`config.mk`:
```
export PLATFORM = sky130hd
export DESIGN_NAME = position_hold_cascade_pid
export DESIGN_NICKNAME = d
export VERILOG_FILES = /design/src/pcp_pkg.sv /design/src/pcp_mul.sv /design/src/pcp_div.sv /design/src/pcp_datapath.sv /design/src/pcp_ctrl.sv /design/src/position_hold_cascade_pid.sv
export SDC_FILE = /design/constraint.sdc
export NUM_CORES = 2
export LEC_CHECK = 0
export BUFFER_PORTS_ARGS = -buffer_cell sky130_fd_sc_hd__buf_2
export CORE_MARGIN = 4
export CORE_UTILIZATION = 30
export DETAILED_ROUTE_END_ITERATION = 8
export PLACE_DENSITY = 0.48
export RECOVER_POWER = 50
export SLEW_MARGIN = 15
export SYNTH_ARGS = -nofsm -noshare
export SYNTH_HDL_FRONTEND = slang
export SYNTH_HIERARCHICAL = 1
export SYNTH_SLANG_ARGS = --single-unit
export TNS_END_PERCENT = 50
```
`constraint.sdc`:
```
create_clock -name i_clk -period 11.3 [get_ports i_clk]
set_input_delay 0.565 -clock i_clk [delete_from_list [all_inputs] [get_ports i_clk]]
set_output_delay 0.565 -clock i_clk [all_outputs]
set_load 0.02 [all_outputs]
```
`src/pcp_pkg.sv`:
```
`default_nettype none

package pcp_pkg;

    // defaults for the top level parameters
    localparam int AXES_DEF = 2;
    localparam int FRAC_DEF = 16;

    // field widths
    localparam int E_W    = 24;
    localparam int SPD_W  = 16;
    localparam int MS_W   = 8;
    localparam int GAIN_W = 8;
    localparam int LIM_W  = 16;
    localparam int BANK_W = 14;
    localparam int TILT_W = 15;
    localparam int FD_W   = 40;
    localparam int MB_W   = 24;
    localparam int DEN_W  = 22;
    localparam int P_W    = FD_W + MB_W;

    // apb port
    localparam int ADDR_W = 5;
    localparam int DATA_W = 32;

    // arithmetic constants
    localparam int K_TGT_DIV  = 100;
    localparam int K_OI_DIV   = 1000000;
    localparam int K_PT_DIV   = 10;
    localparam int K_II_DIV   = 100000;
    localparam int K_DRV_DIV  = 1000;
    localparam int K_T1_MUL   = 10000000;
    localparam int K_DEN_BASE = 79577;
    localparam int K_MS_SCALE = 10000;
    localparam int K_TGT_LIM  = 100;
    localparam int K_D_LIM    = 2000;
    localparam int K_LOW_SPD  = 50;

    // register reset values
    localparam int RST_LIM  = 2000;
    localparam int RST_BANK = 3000;

    typedef enum logic [2:0] {
        REG_OUTER_P   = 3'd0,
        REG_OUTER_I   = 3'd1,
        REG_INNER_P   = 3'd2,
        REG_INNER_I   = 3'd3,
        REG_INNER_D   = 3'd4,
        REG_OUTER_LIM = 3'd5,
        REG_INNER_LIM = 3'd6,
        REG_BANK      = 3'd7
    } t_reg_idx;

    typedef enum logic [2:0] {
        S_IDLE,
        S_START,
        S_MUL,
        S_DIV,
        S_OUT
    } t_state;

    // one multiply-divide operation per step of the update
    typedef enum logic [2:0] {
        OP_TGT,
        OP_OI,
        OP_PT,
        OP_II,
        OP_T1,
        OP_T2,
        OP_DRV
    } t_op;

    typedef struct packed {
        logic [GAIN_W-1:0] outer_p;
        logic [GAIN_W-1:0] outer_i;
        logic [GAIN_W-1:0] inner_p;
        logic [GAIN_W-1:0] inner_i;
        logic [GAIN_W-1:0] inner_d;
        logic [LIM_W-1:0]  outer_lim;
        logic [LIM_W-1:0]  inner_lim;
        logic [BANK_W-1:0] bank;
    } t_cfg;

    typedef struct packed {
        logic load;
        logic mul_start;
        logic div_start;
        logic wb;
        logic out_load;
        t_op  op;
    } t_cmd;

    typedef struct packed {
        logic mul_done;
        logic div_done;
        logic ms_zero;
    } t_sts;

endpackage

`default_nettype wire

```
`src/pcp_mul.sv`:
```
`default_nettype none

// shift-add multiplier, one multiplier bit per cycle
module pcp_mul import pcp_pkg::*; #(
    parameter int A_W = FD_W,
    parameter int B_W = MB_W,
    parameter int PR_W = P_W
) (
    input  wire logic            i_clk,
    input  wire logic            i_rst_n,
    input  wire logic            i_start,
    input  wire logic [A_W-1:0]  i_a,
    input  wire logic [B_W-1:0]  i_b,
    output logic      [PR_W-1:0] o_p,
    output logic                 o_done
);

    localparam int C_W = $clog2(B_W + 1);

    logic [PR_W-1:0] r_acc;
    logic [PR_W-1:0] r_a;
    logic [B_W-1:0]  r_b;
    logic [C_W-1:0]  r_cnt;
    logic            r_busy;
    logic            r_done;

    // control
    always_ff @(posedge i_clk) begin
        if (!i_rst_n) begin
            r_busy <= 1'b0;
            r_done <= 1'b0;
            r_cnt  <= '0;
        end else begin
            r_done <= 1'b0;
            if (i_start) begin
                r_busy <= 1'b1;
                r_cnt  <= C_W'(B_W);
            end else if (r_busy) begin
                r_cnt <= r_cnt - C_W'(1);
                if (r_cnt == C_W'(1)) begin
                    r_busy <= 1'b0;
                    r_done <= 1'b1;
                end
            end
        end
    end

    // accumulate partial products
    always_ff @(posedge i_clk) begin
        if (i_start) begin
            r_acc <= '0;
            r_a   <= PR_W'(i_a);
            r_b   <= i_b;
        end else if (r_busy) begin
            if (r_b[0]) begin
                r_acc <= r_acc + r_a;
            end
            r_a <= r_a << 1;
            r_b <= r_b >> 1;
        end
    end

    assign o_p    = r_acc;
    assign o_done = r_done;

endmodule

`default_nettype wire

```
`src/pcp_div.sv`:
```
`default_nettype none

// restoring divider, one quotient bit per cycle
module pcp_div import pcp_pkg::*; #(
    parameter int N_W = 65,
    parameter int D_W = DEN_W
) (
    input  wire logic           i_clk,
    input  wire logic           i_rst_n,
    input  wire logic           i_start,
    input  wire logic [N_W-1:0] i_num,
    input  wire logic [D_W-1:0] i_den,
    output logic      [N_W-1:0] o_q,
    output logic                o_done
);

    localparam int C_W = $clog2(N_W + 1);

    logic [N_W-1:0] r_q;
    logic [D_W-1:0] r_rem;
    logic [D_W-1:0] r_den;
    logic [C_W-1:0] r_cnt;
    logic           r_busy;
    logic           r_done;
    logic [D_W:0]   w_rs;
    logic [D_W:0]   w_diff;
    logic           w_ge;

    // trial subtract
    always_comb begin
        w_rs   = {r_rem, r_q[N_W-1]};
        w_diff = w_rs - {1'b0, r_den};
        w_ge   = (w_rs >= {1'b0, r_den});
    end

    // control
    always_ff @(posedge i_clk) begin
        if (!i_rst_n) begin
            r_busy <= 1'b0;
            r_done <= 1'b0;
            r_cnt  <= '0;
        end else begin
            r_done <= 1'b0;
            if (i_start) begin
                r_busy <= 1'b1;
                r_cnt  <= C_W'(N_W);
            end else if (r_busy) begin
                r_cnt <= r_cnt - C_W'(1);
                if (r_cnt == C_W'(1)) begin
                    r_busy <= 1'b0;
                    r_done <= 1'b1;
                end
            end
        end
    end

    // shift dividend bits in, quotient bits out
    always_ff @(posedge i_clk) begin
        if (i_start) begin
            r_q   <= i_num;
            r_rem <= '0;
            r_den <= i_den;
        end else if (r_busy) begin
            r_rem <= w_ge ? w_diff[D_W-1:0] : w_rs[D_W-1:0];
            r_q   <= {r_q[N_W-2:0], w_ge};
        end
    end

    assign o_q    = r_q;
    assign o_done = r_done;

endmodule

`default_nettype wire

```
`src/pcp_datapath.sv`:
```
`default_nettype none

// operand selection, shared multiplier and divider, per-axis state
module pcp_datapath import pcp_pkg::*; #(
    parameter int AXES = AXES_DEF,
    parameter int FRAC = FRAC_DEF
) (
    input  wire logic                     i_clk,
    input  wire logic                     i_rst_n,
    input  wire t_cmd                     i_cmd,
    input  wire t_cfg                     i_cfg,
    input  wire logic                     i_axis_select,
    input  wire logic signed [E_W-1:0]    i_position_error,
    input  wire logic signed [SPD_W-1:0]  i_measured_speed,
    input  wire logic [MS_W-1:0]          i_step_time_ms,
    output t_sts                          o_sts,
    output logic                          o_axis_out,
    output logic signed [TILT_W-1:0]      o_tilt_command
);

    localparam int AX_W  = (AXES > 1) ? $clog2(AXES) : 1;
    localparam int INT_W = LIM_W + FRAC + 1;
    localparam int DIV_W = (FRAC + 49 > P_W) ? FRAC + 49 : P_W;
    localparam int QS_W  = DIV_W + 1;
    localparam int SUM_W = DIV_W + 3;
    localparam int WH_W  = LIM_W + 1;
    localparam int RS_W  = SPD_W + 3;
    localparam int PT_W  = 21;
    localparam int D_W   = 12;
    localparam int TG_W  = 8;
    localparam int NAV_W = 23;

    localparam logic signed [QS_W-1:0]  C_TGT_HI = QS_W'(K_TGT_LIM);
    localparam logic signed [QS_W-1:0]  C_D_HI   = QS_W'(K_D_LIM);
    localparam logic signed [RS_W-1:0]  C_R_HI   = RS_W'(32767);
    localparam logic signed [RS_W-1:0]  C_R_LO   = -RS_W'(32768);
    localparam logic signed [SUM_W-1:0] C_FD_HI  = SUM_W'({1'b0, {(FD_W-1){1'b1}}});
    localparam logic signed [SUM_W-1:0] C_FD_LO  = -C_FD_HI - SUM_W'(1);

    // item registers
    logic                     r_axis;
    logic [AX_W-1:0]          r_idx;
    logic signed [E_W-1:0]    r_e;
    logic signed [SPD_W-1:0]  r_spd;
    logic [MS_W-1:0]          r_ms;
    logic [2*MS_W-1:0]        r_io_ms;
    logic [2*MS_W-1:0]        r_ii_ms;
    logic [DEN_W-1:0]         r_ms_k;

    // intermediate results
    logic signed [TG_W-1:0]   r_target;
    logic signed [SPD_W-1:0]  r_r;
    logic signed [PT_W-1:0]   r_pterm;
    logic signed [QS_W-1:0]   r_t1;
    logic signed [D_W-1:0]    r_d;
    logic                     r_neg;
    logic                     r_axis_out;
    logic signed [TILT_W-1:0] r_tilt;

    // per-axis state
    logic signed [INT_W-1:0]  r_oi   [AXES];
    logic signed [INT_W-1:0]  r_ii   [AXES];
    logic signed [E_W-1:0]    r_prev [AXES];
    logic signed [FD_W-1:0]   r_fd   [AXES];

    logic signed [FD_W-1:0]   w_a;
    logic [FD_W-1:0]          w_a_mag;
    logic [MB_W-1:0]          w_b;
    logic [DEN_W-1:0]         w_dvsr;
    logic [DEN_W-1:0]         w_den;
    logic [P_W-1:0]           w_p;
    logic [P_W+FRAC-1:0]      w_shl;
    logic [DIV_W-1:0]         w_num;
    logic [DIV_W-1:0]         w_q;
    logic signed [QS_W-1:0]   w_qs;
    logic signed [WH_W-1:0]   w_oi_whole;
    logic signed [WH_W-1:0]   w_ii_whole;
    logic signed [RS_W-1:0]   w_r_sum;
    logic signed [SPD_W-1:0]  w_r;
    logic signed [E_W:0]      w_diff;
    logic signed [SUM_W-1:0]  w_oi_sum;
    logic signed [SUM_W-1:0]  w_ii_sum;
    logic signed [SUM_W-1:0]  w_fd_sum;
    logic signed [SUM_W-1:0]  w_olim;
    logic signed [SUM_W-1:0]  w_ilim;
    logic signed [SUM_W-1:0]  w_oi_cl;
    logic signed [SUM_W-1:0]  w_ii_cl;
    logic signed [SUM_W-1:0]  w_fd_cl;
    logic signed [TG_W-1:0]   w_target;
    logic signed [D_W-1:0]    w_d;
    logic signed [NAV_W-1:0]  w_nav_sum;
    logic signed [NAV_W-1:0]  w_bank;
    logic signed [NAV_W-1:0]  w_nav;
    logic                     w_low_spd;
    logic                     w_mul_done;
    logic                     w_div_done;

    // integer part of a fixed point value, rounded toward zero
    function automatic logic signed [WH_W-1:0] whole(input logic signed [INT_W-1:0] x);
        logic signed [INT_W-1:0] m;
        m = x[INT_W-1] ? -x : x;
        m = m >>> FRAC;
        return x[INT_W-1] ? -WH_W'(m) : WH_W'(m);
    endfunction

    // speed error and derivative input
    always_comb begin
        w_oi_whole = whole(r_oi[r_idx]);
        w_ii_whole = whole(r_ii[r_idx]);
        w_r_sum    = RS_W'(r_target) - RS_W'(r_spd) + RS_W'(w_oi_whole);
        if (w_r_sum > C_R_HI) begin
            w_r = SPD_W'(C_R_HI);
        end else if (w_r_sum < C_R_LO) begin
            w_r = SPD_W'(C_R_LO);
        end else begin
            w_r = SPD_W'(w_r_sum);
        end
        w_diff = (E_W+1)'(r_e) - (E_W+1)'(r_prev[r_idx]);
        w_den  = DEN_W'(K_DEN_BASE) + r_ms_k;
    end

    // operands of the current operation
    always_comb begin
        w_a    = '0;
        w_b    = '0;
        w_dvsr = '0;
        unique case (i_cmd.op)
            OP_TGT: begin
                w_a    = FD_W'(r_e);
                w_b    = MB_W'(i_cfg.outer_p);
                w_dvsr = DEN_W'(K_TGT_DIV);
            end
            OP_OI: begin
                w_a    = FD_W'(r_e);
                w_b    = MB_W'(r_io_ms);
                w_dvsr = DEN_W'(K_OI_DIV);
            end
            OP_PT: begin
                w_a    = FD_W'(w_r);
                w_b    = MB_W'(i_cfg.inner_p);
                w_dvsr = DEN_W'(K_PT_DIV);
            end
            OP_II: begin
                w_a    = FD_W'(r_r);
                w_b    = MB_W'(r_ii_ms);
                w_dvsr = DEN_W'(K_II_DIV);
            end
            OP_T1: begin
                w_a    = FD_W'(w_diff);
                w_b    = MB_W'(K_T1_MUL);
                w_dvsr = w_den;
            end
            OP_T2: begin
                w_a    = r_fd[r_idx];
                w_b    = MB_W'(r_ms_k);
                w_dvsr = w_den;
            end
            OP_DRV: begin
                w_a    = r_fd[r_idx];
                w_b    = MB_W'(i_cfg.inner_d);
                w_dvsr = DEN_W'(K_DRV_DIV);
            end
            default: begin
                w_a    = '0;
            end
        endcase
        w_a_mag = w_a[FD_W-1] ? FD_W'(-w_a) : FD_W'(w_a);
    end

    // dividend scaling
    always_comb begin
        w_shl = {w_p, {FRAC{1'b0}}};
        unique case (i_cmd.op)
            OP_OI, OP_II, OP_T1: w_num = w_shl[DIV_W-1:0];
            OP_DRV:              w_num = DIV_W'(w_p >> FRAC);
            default:             w_num = DIV_W'(w_p);
        endcase
        w_qs = r_neg ? -$signed({1'b0, w_q}) : $signed({1'b0, w_q});
    end

    pcp_mul #(
        .A_W (FD_W),
        .B_W (MB_W),
        .PR_W(P_W)
    ) u_mul (
        .i_clk  (i_clk),
        .i_rst_n(i_rst_n),
        .i_start(i_cmd.mul_start),
        .i_a    (w_a_mag),
        .i_b    (w_b),
        .o_p    (w_p),
        .o_done (w_mul_done)
    );

    pcp_div #(
        .N_W(DIV_W),
        .D_W(DEN_W)
    ) u_div (
        .i_clk  (i_clk),
        .i_rst_n(i_rst_n),
        .i_start(i_cmd.div_start),
        .i_num  (w_num),
        .i_den  (w_dvsr),
        .o_q    (w_q),
        .o_done (w_div_done)
    );

    // integrator, filter and result clamps
    always_comb begin
        w_olim   = $signed(SUM_W'({i_cfg.outer_lim, {FRAC{1'b0}}}));
        w_ilim   = $signed(SUM_W'({i_cfg.inner_lim, {FRAC{1'b0}}}));
        w_oi_sum = SUM_W'(r_oi[r_idx]) + SUM_W'(w_qs);
        w_ii_sum = SUM_W'(r_ii[r_idx]) + SUM_W'(w_qs);
        w_fd_sum = SUM_W'(r_fd[r_idx]) + SUM_W'(r_t1) - SUM_W'(w_qs);

        if (w_oi_sum > w_olim) begin
            w_oi_cl = w_olim;
        end else if (w_oi_sum < -w_olim) begin
            w_oi_cl = -w_olim;
        end else begin
            w_oi_cl = w_oi_sum;
        end

        if (w_ii_sum > w_ilim) begin
            w_ii_cl = w_ilim;
        end else if (w_ii_sum < -w_ilim) begin
            w_ii_cl = -w_ilim;
        end else begin
            w_ii_cl = w_ii_sum;
        end

        if (w_fd_sum > C_FD_HI) begin
            w_fd_cl = C_FD_HI;
        end else if (w_fd_sum < C_FD_LO) begin
            w_fd_cl = C_FD_LO;
        end else begin
            w_fd_cl = w_fd_sum;
        end

        if (w_qs > C_TGT_HI) begin
            w_target = TG_W'(C_TGT_HI);
        end else if (w_qs < -C_TGT_HI) begin
            w_target = TG_W'(-C_TGT_HI);
        end else begin
            w_target = TG_W'(w_qs);
        end

        // derivative is dropped at low speed
        w_low_spd = (r_spd > -SPD_W'(K_LOW_SPD)) && (r_spd < SPD_W'(K_LOW_SPD));
        if (w_low_spd) begin
            w_d = '0;
        end else if (w_qs > C_D_HI) begin
            w_d = D_W'(C_D_HI);
        end else if (w_qs < -C_D_HI) begin
            w_d = D_W'(-C_D_HI);
        end else begin
            w_d = D_W'(w_qs);
        end

        // final tilt command
        w_nav_sum = NAV_W'(r_pterm) + NAV_W'(w_ii_whole) + NAV_W'(r_d);
        w_bank    = $signed(NAV_W'(i_cfg.bank));
        if (w_nav_sum > w_bank) begin
            w_nav = w_bank;
        end else if (w_nav_sum < -w_bank) begin
            w_nav = -w_bank;
        end else begin
            w_nav = w_nav_sum;
        end
    end

    // item capture and intermediate results
    always_ff @(posedge i_clk) begin
        if (i_cmd.load) begin
            r_axis  <= i_axis_select;
            r_idx   <= (AXES > 1) ? AX_W'(i_axis_select) : '0;
            r_e     <= i_position_error;
            r_spd   <= i_measured_speed;
            r_ms    <= i_step_time_ms;
            r_io_ms <= (2*MS_W)'(i_cfg.outer_i) * (2*MS_W)'(i_step_time_ms);
            r_ii_ms <= (2*MS_W)'(i_cfg.inner_i) * (2*MS_W)'(i_step_time_ms);
            r_ms_k  <= DEN_W'(i_step_time_ms * K_MS_SCALE);
        end
        if (i_cmd.mul_start) begin
            r_neg <= w_a[FD_W-1];
            if (i_cmd.op == OP_PT) begin
                r_r <= w_r;
            end
        end
        if (i_cmd.wb) begin
            if (i_cmd.op == OP_TGT) begin
                r_target <= w_target;
            end
            if (i_cmd.op == OP_PT) begin
                r_pterm <= w_qs[PT_W-1:0];
            end
            if (i_cmd.op == OP_T1) begin
                r_t1 <= w_qs;
            end
            if (i_cmd.op == OP_DRV) begin
                r_d <= w_d;
            end
        end
        if (i_cmd.out_load) begin
            r_axis_out <= r_axis;
            r_tilt     <= w_nav[TILT_W-1:0];
        end
    end

    // per-axis state updates
    always_ff @(posedge i_clk) begin
        if (!i_rst_n) begin
            for (int k = 0; k < AXES; k++) begin
                r_oi[k]   <= '0;
                r_ii[k]   <= '0;
                r_prev[k] <= '0;
                r_fd[k]   <= '0;
            end
        end else if (i_cmd.wb) begin
            if (i_cmd.op == OP_OI) begin
                r_oi[r_idx] <= INT_W'(w_oi_cl);
            end
            if (i_cmd.op == OP_II) begin
                r_ii[r_idx] <= INT_W'(w_ii_cl);
            end
            if (i_cmd.op == OP_T2) begin
                r_fd[r_idx] <= FD_W'(w_fd_cl);
            end
            if (i_cmd.op == OP_DRV) begin
                r_prev[r_idx] <= r_e;
            end
        end
    end

    always_comb begin
        o_sts.mul_done = w_mul_done;
        o_sts.div_done = w_div_done;
        o_sts.ms_zero  = (r_ms == '0);
    end

    assign o_axis_out     = r_axis_out;
    assign o_tilt_command = r_tilt;

endmodule

`default_nettype wire

```
`src/pcp_ctrl.sv`:
```
`default_nettype none

// sequencer: walks the operations of one update and owns both handshakes
module pcp_ctrl import pcp_pkg::*; (
    input  wire logic i_clk,
    input  wire logic i_rst_n,
    input  wire logic i_in_valid,
    input  wire logic i_out_stall,
    input  wire t_sts i_sts,
    output logic      o_in_stall,
    output logic      o_out_valid,
    output t_cmd      o_cmd
);

    t_state r_state;
    t_state n_state;
    t_op    r_op;
    t_op    n_op;
    logic   r_out_valid;
    logic   n_out_valid;
    logic   w_out_free;

    // state registers
    always_ff @(posedge i_clk) begin
        if (!i_rst_n) begin
            r_state     <= S_IDLE;
            r_op        <= OP_TGT;
            r_out_valid <= 1'b0;
        end else begin
            r_state     <= n_state;
            r_op        <= n_op;
            r_out_valid <= n_out_valid;
        end
    end

    // next state and commands
    always_comb begin
        n_state    = r_state;
        n_op       = r_op;
        o_cmd      = '0;
        o_cmd.op   = r_op;
        o_in_stall = (r_state != S_IDLE);
        w_out_free = !r_out_valid || !i_out_stall;
        unique case (r_state)
            S_IDLE: begin
                if (i_in_valid) begin
                    o_cmd.load = 1'b1;
                    n_op       = OP_TGT;
                    n_state    = S_START;
                end
            end
            S_START: begin
                o_cmd.mul_start = 1'b1;
                n_state         = S_MUL;
            end
            S_MUL: begin
                if (i_sts.mul_done) begin
                    o_cmd.div_start = 1'b1;
                    n_state         = S_DIV;
                end
            end
            S_DIV: begin
                if (i_sts.div_done) begin
                    o_cmd.wb = 1'b1;
                    n_state  = S_START;
                    unique case (r_op)
                        OP_TGT: n_op = OP_OI;
                        OP_OI:  n_op = OP_PT;
                        OP_PT:  n_op = OP_II;
                        // filter is held when the step time is zero
                        OP_II:  n_op = i_sts.ms_zero ? OP_DRV : OP_T1;
                        OP_T1:  n_op = OP_T2;
                        OP_T2:  n_op = OP_DRV;
                        OP_DRV: n_state = S_OUT;
                        default: n_state = S_OUT;
                    endcase
                end
            end
            S_OUT: begin
                if (w_out_free) begin
                    o_cmd.out_load = 1'b1;
                    n_state        = S_IDLE;
                end
            end
            default: begin
                n_state = S_IDLE;
            end
        endcase
        n_out_valid = o_cmd.out_load || (r_out_valid && i_out_stall);
    end

    assign o_out_valid = r_out_valid;

endmodule

`default_nettype wire

```
`src/position_hold_cascade_pid.sv`:
```
// Cascaded position-hold controller. Each request carries one axis update (axis, position
// error, measured speed, step time); the block returns one tilt command for that axis.
// An outer P+I loop on position error sets a speed target, an inner PI loop acts on the
// speed error, and a low-pass derivative of the position error is added before the bank
// limit clamp. One request is worked at a time: it runs through up to seven
// multiply-divide operations on a shared shift-add multiplier and a restoring
// divider of FRACTION_BITS + 49 quotient bits (at least 64); the filter operations
// are skipped when the step time is zero. The next request is taken while the
// previous command waits in the output register. Gains and limits are written
// through the APB port; the user must write them only while idle, as the block
// itself does not enforce it.
`default_nettype none

module position_hold_cascade_pid import pcp_pkg::*; #(
    parameter int AXES          = AXES_DEF,
    parameter int FRACTION_BITS = FRAC_DEF
) (
    input  wire logic                     i_clk,
    input  wire logic                     i_rst_n,
    input  wire logic                     psel,
    input  wire logic                     penable,
    input  wire logic                     pwrite,
    input  wire logic [ADDR_W-1:0]        paddr,
    input  wire logic [DATA_W-1:0]        pwdata,
    output logic      [DATA_W-1:0]        prdata,
    output logic                          pready,
    input  wire logic                     i_in_valid,
    output logic                          o_in_stall,
    input  wire logic                     i_axis_select,
    input  wire logic signed [E_W-1:0]    i_position_error,
    input  wire logic signed [SPD_W-1:0]  i_measured_speed,
    input  wire logic [MS_W-1:0]          i_step_time_ms,
    output logic                          o_out_valid,
    input  wire logic                     i_out_stall,
    output logic                          o_axis_out,
    output logic signed [TILT_W-1:0]      o_tilt_command
);

    t_cfg     r_cfg;
    t_cmd     w_cmd;
    t_sts     w_sts;
    t_reg_idx w_idx;
    logic     w_wr;

    assign pready = 1'b1;
    assign w_idx  = t_reg_idx'(paddr[ADDR_W-1:2]);
    assign w_wr   = psel && penable && pwrite;

    // configuration registers
    always_ff @(posedge i_clk) begin
        if (!i_rst_n) begin
            r_cfg.outer_p   <= '0;
            r_cfg.outer_i   <= '0;
            r_cfg.inner_p   <= '0;
            r_cfg.inner_i   <= '0;
            r_cfg.inner_d   <= '0;
            r_cfg.outer_lim <= LIM_W'(RST_LIM);
            r_cfg.inner_lim <= LIM_W'(RST_LIM);
            r_cfg.bank      <= BANK_W'(RST_BANK);
        end else if (w_wr) begin
            unique case (w_idx)
                REG_OUTER_P:   r_cfg.outer_p   <= pwdata[GAIN_W-1:0];
                REG_OUTER_I:   r_cfg.outer_i   <= pwdata[GAIN_W-1:0];
                REG_INNER_P:   r_cfg.inner_p   <= pwdata[GAIN_W-1:0];
                REG_INNER_I:   r_cfg.inner_i   <= pwdata[GAIN_W-1:0];
                REG_INNER_D:   r_cfg.inner_d   <= pwdata[GAIN_W-1:0];
                REG_OUTER_LIM: r_cfg.outer_lim <= pwdata[LIM_W-1:0];
                REG_INNER_LIM: r_cfg.inner_lim <= pwdata[LIM_W-1:0];
                REG_BANK:      r_cfg.bank      <= pwdata[BANK_W-1:0];
                default:       r_cfg.bank      <= r_cfg.bank;
            endcase
        end
    end

    // register readback
    always_comb begin
        unique case (w_idx)
            REG_OUTER_P:   prdata = DATA_W'(r_cfg.outer_p);
            REG_OUTER_I:   prdata = DATA_W'(r_cfg.outer_i);
            REG_INNER_P:   prdata = DATA_W'(r_cfg.inner_p);
            REG_INNER_I:   prdata = DATA_W'(r_cfg.inner_i);
            REG_INNER_D:   prdata = DATA_W'(r_cfg.inner_d);
            REG_OUTER_LIM: prdata = DATA_W'(r_cfg.outer_lim);
            REG_INNER_LIM: prdata = DATA_W'(r_cfg.inner_lim);
            REG_BANK:      prdata = DATA_W'(r_cfg.bank);
            default:       prdata = '0;
        endcase
    end

    pcp_ctrl u_ctrl (
        .i_clk      (i_clk),
        .i_rst_n    (i_rst_n),
        .i_in_valid (i_in_valid),
        .i_out_stall(i_out_stall),
        .i_sts      (w_sts),
        .o_in_stall (o_in_stall),
        .o_out_valid(o_out_valid),
        .o_cmd      (w_cmd)
    );

    pcp_datapath #(
        .AXES(AXES),
        .FRAC(FRACTION_BITS)
    ) u_datapath (
        .i_clk           (i_clk),
        .i_rst_n         (i_rst_n),
        .i_cmd           (w_cmd),
        .i_cfg           (r_cfg),
        .i_axis_select   (i_axis_select),
        .i_position_error(i_position_error),
        .i_measured_speed(i_measured_speed),
        .i_step_time_ms  (i_step_time_ms),
        .o_sts           (w_sts),
        .o_axis_out      (o_axis_out),
        .o_tilt_command  (o_tilt_command)
    );

endmodule

`default_nettype wire

```
Word-level counts from Yosys, hierarchy flattened:

Memories as Yosys holds them, arrays and structs flattened. A register that Yosys moved wholly into a read port is not among the register bits.
Index checks and enable logic that the tools add are counted.

* bits of input ports: 93
* flip-flop bits (word level): 609
* output and inout port bits: 51
* bits in writable memories: 260
* memories: 4
* logic and storage cells: 263

Memory list
* u_datapath.r_fd: depth 2, width 40, read ports 1, clocked after memory_dff 1, wr ports 2, line pcp_datapath.sv:64 `logic signed [FD_W-1:0] r_fd [AXES];`
* u_datapath.r_ii: depth 2, width 33, read ports 1, clocked after memory_dff 1, wr ports 2, line pcp_datapath.sv:62 `logic signed [INT_W-1:0] r_ii [AXES];`
* u_datapath.r_oi: depth 2, width 33, read ports 1, clocked after memory_dff 1, wr ports 2, line pcp_datapath.sv:61 `logic signed [INT_W-1:0] r_oi [AXES];`
* u_datapath.r_prev: depth 2, width 24, read ports 1, clocked after memory_dff 1, wr ports 2, line pcp_datapath.sv:63 `logic signed [E_W-1:0] r_prev [AXES];`

* $lt $le $gt $ge: 17
* muxes and demuxes: 96
* reductions and logical operators: 48
* add/subtract/negate cells: 23
* bitwise operators: 3
* multipliers: 3
* equal/unequal tests: 24

Operators by type and width (number)
* $mux 33: 8
* $pmux 32 s8: 1
* $mux 40: 6
* $pmux 40 s5: 1
* $pmux 24 s7: 1
* $lt 67x68->1: 2
* $neg 32->68: 2
* $add 33x66->67: 2
* $gt 67x33->1: 2
* $pmux 22 s6: 1
* $mux 65: 2
* $pmux 65 s2: 1
* $mux 24: 3
* $gt 68x40->1 const B: 1
* $lt 68x40->1 const B: 1
* $sub 67x66->68: 1
* $add 40x66->67: 1
* $gt 66x12->1 const B: 1
* $gt 66x8->1 const B: 1
* $lt 66x12->1 const B: 1
* $lt 66x8->1 const B: 1
* $mux 66: 1
* $neg 33->33: 2
* $neg 65->66: 1
* other kinds (62): 170

Longest topological paths before layout:

* depth after elaboration: 12
* gate-level depth with buffers: 40

By module:

Netlist, hierarchy kept.

Modules (own cells, without submodules)
* pcp_datapath: times used 1, area each 59239.3 um^2, cells an instance 7122
* pcp_mul: times used 1, area each 9685.5 um^2, cells an instance 1050
* pcp_div: times used 1, area each 6033.3 um^2, cells an instance 500
* position_hold_cascade_pid: times used 1, area each 4071.4 um^2, cells an instance 441
* pcp_ctrl: times used 1, area each 490.5 um^2, cells an instance 59

Least setup slack after synthesis:

Ideal clock, no wire load.

* path type: reg2reg
* start: register (tool-made name)
* end: register u_datapath.u_mul.r_a[36] (data pin)
* setup slack: 1.702 ns
* required time: 11.040 ns
* path buffers: 6
* setup time: 0.260 ns
* arrival time: 9.338 ns
* clock period less this slack: 9.598 ns
* stages on the path, launching flop included: 39
* cell sequence: dfxtp_1 -> clkbuf_1 -> clkbuf_1 -> buf_2 -> buf_1 -> mux2i_1 -> clkbuf_1 -> nor2_1 -> xnor2_1 -> ha_1 -> o21ai_0 -> or3_1 -> nor2_1 -> xnor2_1 -> nor2_1 -> xnor2_1 -> fa_1 -> inv_1 -> (+3 left out) -> nand2_1 -> or4b_1 -> and3_1 -> clkbuf_1 -> a21oi_1 -> nor2_1 -> a21oi_1 -> ha_1 -> inv_1 -> nor3_1 -> o311a_1 -> nand2_1 -> nor4_2 -> nand3_1 -> or4_1 -> nand3_1 -> a21oi_1 -> mux2_2

RTL lines
* end signal: assignment: line pcp_mul.sv:52 `r_a <= PR_W'(i_a);`
* end signal: assignment: line pcp_mul.sv:58 `r_a <= r_a << 1;`
* end: declaration: line pcp_mul.sv:21 `logic [PR_W-1:0] r_a;`

==> results by group <==
Worst setup path
  • CP delay by family, top: simple AND/OR/NAND/NOR gates
  • CP max FO: 16
  • Critical path required time: 11.88 ns
  • RR Startpoint: u_datapath/u_div/o_q[0]
  • Critical path's largest stage delay: 0.79 ns
  • Critical-path top delay cell: clkbuf_1
  • Worst reg2reg path depth: 29
  • Setup CP Type: register to register
  • WP data arrival: 11.22 ns
  • Most frequent CP cell: nand4_1
  • CP endpoint: u_datapath/r_oi[1][13]
  • Critical path launch point: u_datapath/u_div/o_q[0]
  • Crit end category: register
  • R2r setup slk: 0.67 ns
  • WP buf/inv: 2
  • Setup crit start kind: register
  • Stages on worst setup path: 29
  • RR Endpoint: u_datapath/r_oi[1][13]

Synthesis
  • Post-synth EDFFs: 646
  • Post-synthesis simple-gate area fraction: 17.3%
  • Post-synthesis mux area share: 7.08%
  • Synth Area in XOR/XNOR: 5.50%
  • Syn Area/Cell: 8.67 um2
  • Synthesis Warnings: 6
  • Cells after Synth: 9172
  • Mapped Area: 0.0795 mm2
  • Compound-Gate Fraction of Synth Area: 18.9%
  • Ys async rst share: 0%
  • Adder-cell area share of the yosys netlist: 15.1%
  • Yosys reg bits: 866
  • Combinational family with the most area after synthesis: compound AO/OA/AOI/OAI gates
  • Register area share after synthesis: 29.9%
  • Most common flop cell mapped by yosys: edfxtp_1
  • Library cells used by synthesis: 126

Clocking
  • Post-CTS Resized: 0
  • Clk_lat worst skew: 0.78 ns
  • CTS sink count: 866
  • CTS tree: yes
  • CTS max path bufs: 3
  • Num CTS Buffers: 106
  • CTS root buf: clkbuf_16
  • H-Tree Level Count: 3
  • CTS clk-pin slew, worst paths: 0.06 ns

Timing
  • Worst hold slack: 0.0817 ns
  • Peak Freq: 94.0 MHz
  • Crit share post-route: 94.1%
  • Final setup vio count: 0
  • Setup TNS: 0 ns
  • Worst Skew: 0.0636 ns
  • Worst Tran Pin Value: 7.34 ns
  • Final Hold Fails: 0
  • Unrepaired setup endpoints after global routing: no
  • Rel. slew slack: -390%
  • Count of final max-slew check failures: 1063
  • Crit path time final: 10.63 ns
  • Final setup margin: 0.667 ns

Routing
  • Post-route ant nets: 0
  • Met3 routed WL: 15.9 mm
  • Drc violations: 0
  • Via count: 69800
  • Drt pass-1 iters: 6
  • Starting DRT DRC Count: 6183
  • Wl on met1: 137 mm
  • Top Metal Used: met5
  • Met2 WL: 135 mm
  • Post-Route WL: 298 mm
  • Routed len/inst: 23.4 um
  • Via/cell ratio: 5.46

Placed design
  • Detail Placement HPWL: 236 mm
  • Post-DP Area: 0.0841 mm2
  • Number of port buffers: 108
  • Routability congestion estimate from global placement: 0.925
  • Dpl ws: 1.24 ns

Floorplan
  • Die outline width: 523 um
  • Starting density of the core: 30.2%
  • # rows: 188
  • Die Y: 523 um
  • Core area: 0.263 mm2
  • I/O pin total: 144
  • Die area: 0.273 mm2

Status
  • Violated checks: max-capacitance violations, max-slew violations
  • Outcome: finished with violations

Final layout
  • Util after Layout: 33.4%
  • Proportion of layout cells with a drive suffix above 1: 7.21%
  • Final net count: 10100
  • Post-route cell area: 0.0877 mm2
  • Area Overhead vs Synth: 10.3%

Global route
  • Pin count of the biggest net entering global routing: 131
  • Grt ovf: 0
  • Gr usage total: 21.1%
  • Vias in the first global route: 67200
  • First-pass GRT wire length: 440 mm
  • Initial antenna violation count: 19

Power and ir drop
  • Leak: 35.9 nW
  • VDD IR max: 0.000129 V
  • P per Cell Area: 144 mW/mm2

Hold path
  • Worst hold path type: primary input to register

Flow run
  • Max-Cap Viols: 24
layer usage:
| metal | up-vias | GRT usage [%] |
|---|---|---|
| met5 | - | 0 |
| li1 | 33100 | - |
| met2 | 2125 | 34.0 |
| met3 | 363 | 2.29 |
| met1 | 34200 | 29.1 |
| met4 | 2 | 7.57 |
worst min path at each step:
stage               cells past startpoint  slack, ns         to       start
finish                                  3       0.08  r_cfg[10]  pwdata[10]
global route                            3       0.07  r_cfg[10]  pwdata[10]
CTS                                     3      0.007  r_cfg[10]  pwdata[10]
floorplan                               2       0.44  r_cfg[62]   r_cfg[62]
detailed placement                      2       0.48  r_cfg[62]   r_cfg[62]
global placement                        2       0.47  r_cfg[63]   r_cfg[63]
tightest hold or removal path: cells and delay by family:
kind	cells	cell delay, ns
buffers and inverters	1	0.12
and+or+nand+nor	1	0.05
muxes	1	0.05
state kept, by name, indices dropped and copies added, names as in the netlist, 21 cells and up, named ones only:
register,flops
u_datapath/u_div/r_rem,22
u_datapath/r_prev,48
u_datapath/r_e,24
u_datapath/u_mul/o_p,64
u_datapath/u_div/r_den,22
u_datapath/r_ii,66
u_datapath/u_mul/r_a,64
u_datapath/r_oi,66
u_datapath/r_t1,66
u_datapath/u_mul/r_b,24
r_cfg,86
u_datapath/r_fd,80
u_datapath/r_pterm,21
u_datapath/u_div/o_q,65
synth_stat cells, drive strengths merged, types with 152 or more instances:
cell type	instances	area, um2
o21ai	583	2940
a21o	183	1370
edfxtp	646	19400
xnor2	323	2830
a21oi	725	3640
nand4	190	1190
mux2i	327	3270
clkbuf	347	1300
nor3	173	887
nor2	724	2760
dfxtp	220	4400
fa	194	3880
ha	649	8120
inv	802	3010
nand3	152	761
nand2	841	3160
mux2	201	2260
xor2	176	1540
cell usage in the layout (no fill, tap or decap), types with 122 or more instances in the layout:
cell        n
nand2_1   835
inv_1     799
a21oi_1   718
nor2_1    710
ha_1      649
edfxtp_1  646
o21ai_0   533
mux2i_1   327
xnor2_1   321
dfxtp_1   216
mux2_2    198
fa_1      194
nand4_1   189
a21o_1    183
xor2_1    176
nor3_1    168
nand3_1   152
clkbuf_1  125
and2_1    122
what timing repair did:
action,in CTS,in global routing
hold buffers,41,0
endpoints found under the hold margin,41,0
setup buffers,0,0
metrics by stage:
step | std cells | power [mW]
after floorplan | 9187 | 7.41
after global placement | 12500 | 8.95
after detailed placement | 12500 | 8.98
after CTS | 12800 | 12.6
after global routing | 12800 | 13.4
final | 12800 | 12.6
cells by family after synthesis:
group / after synthesis
muxes: 532
xor gates and xnor gates: 499
and+or+nand+nor: 2819
AOI/OAI and AO/OA: 2358
buffers and inverters: 1252
other: 3
DFF: 866
adders and majority gates: 843
area by class of cell:
class	instances	area, um2
Antenna cell	11	27.5
Inverter	804	3020
Timing Repair Buffer	312	1900
Fill cell	27800	175000
Multi-Input combinational cell	7069	50900
Tap cell	3515	4400
Clock inverter	66	734
Sequential cell	866	23800
Clock buffer	133	2890
report_power, final:
group	internal [mW]	switching [mW]
Sequential	3.67	0.277
Clock	2.09	1.49
Combinational	1.82	3.25
(Power assumes the default switching activity.)
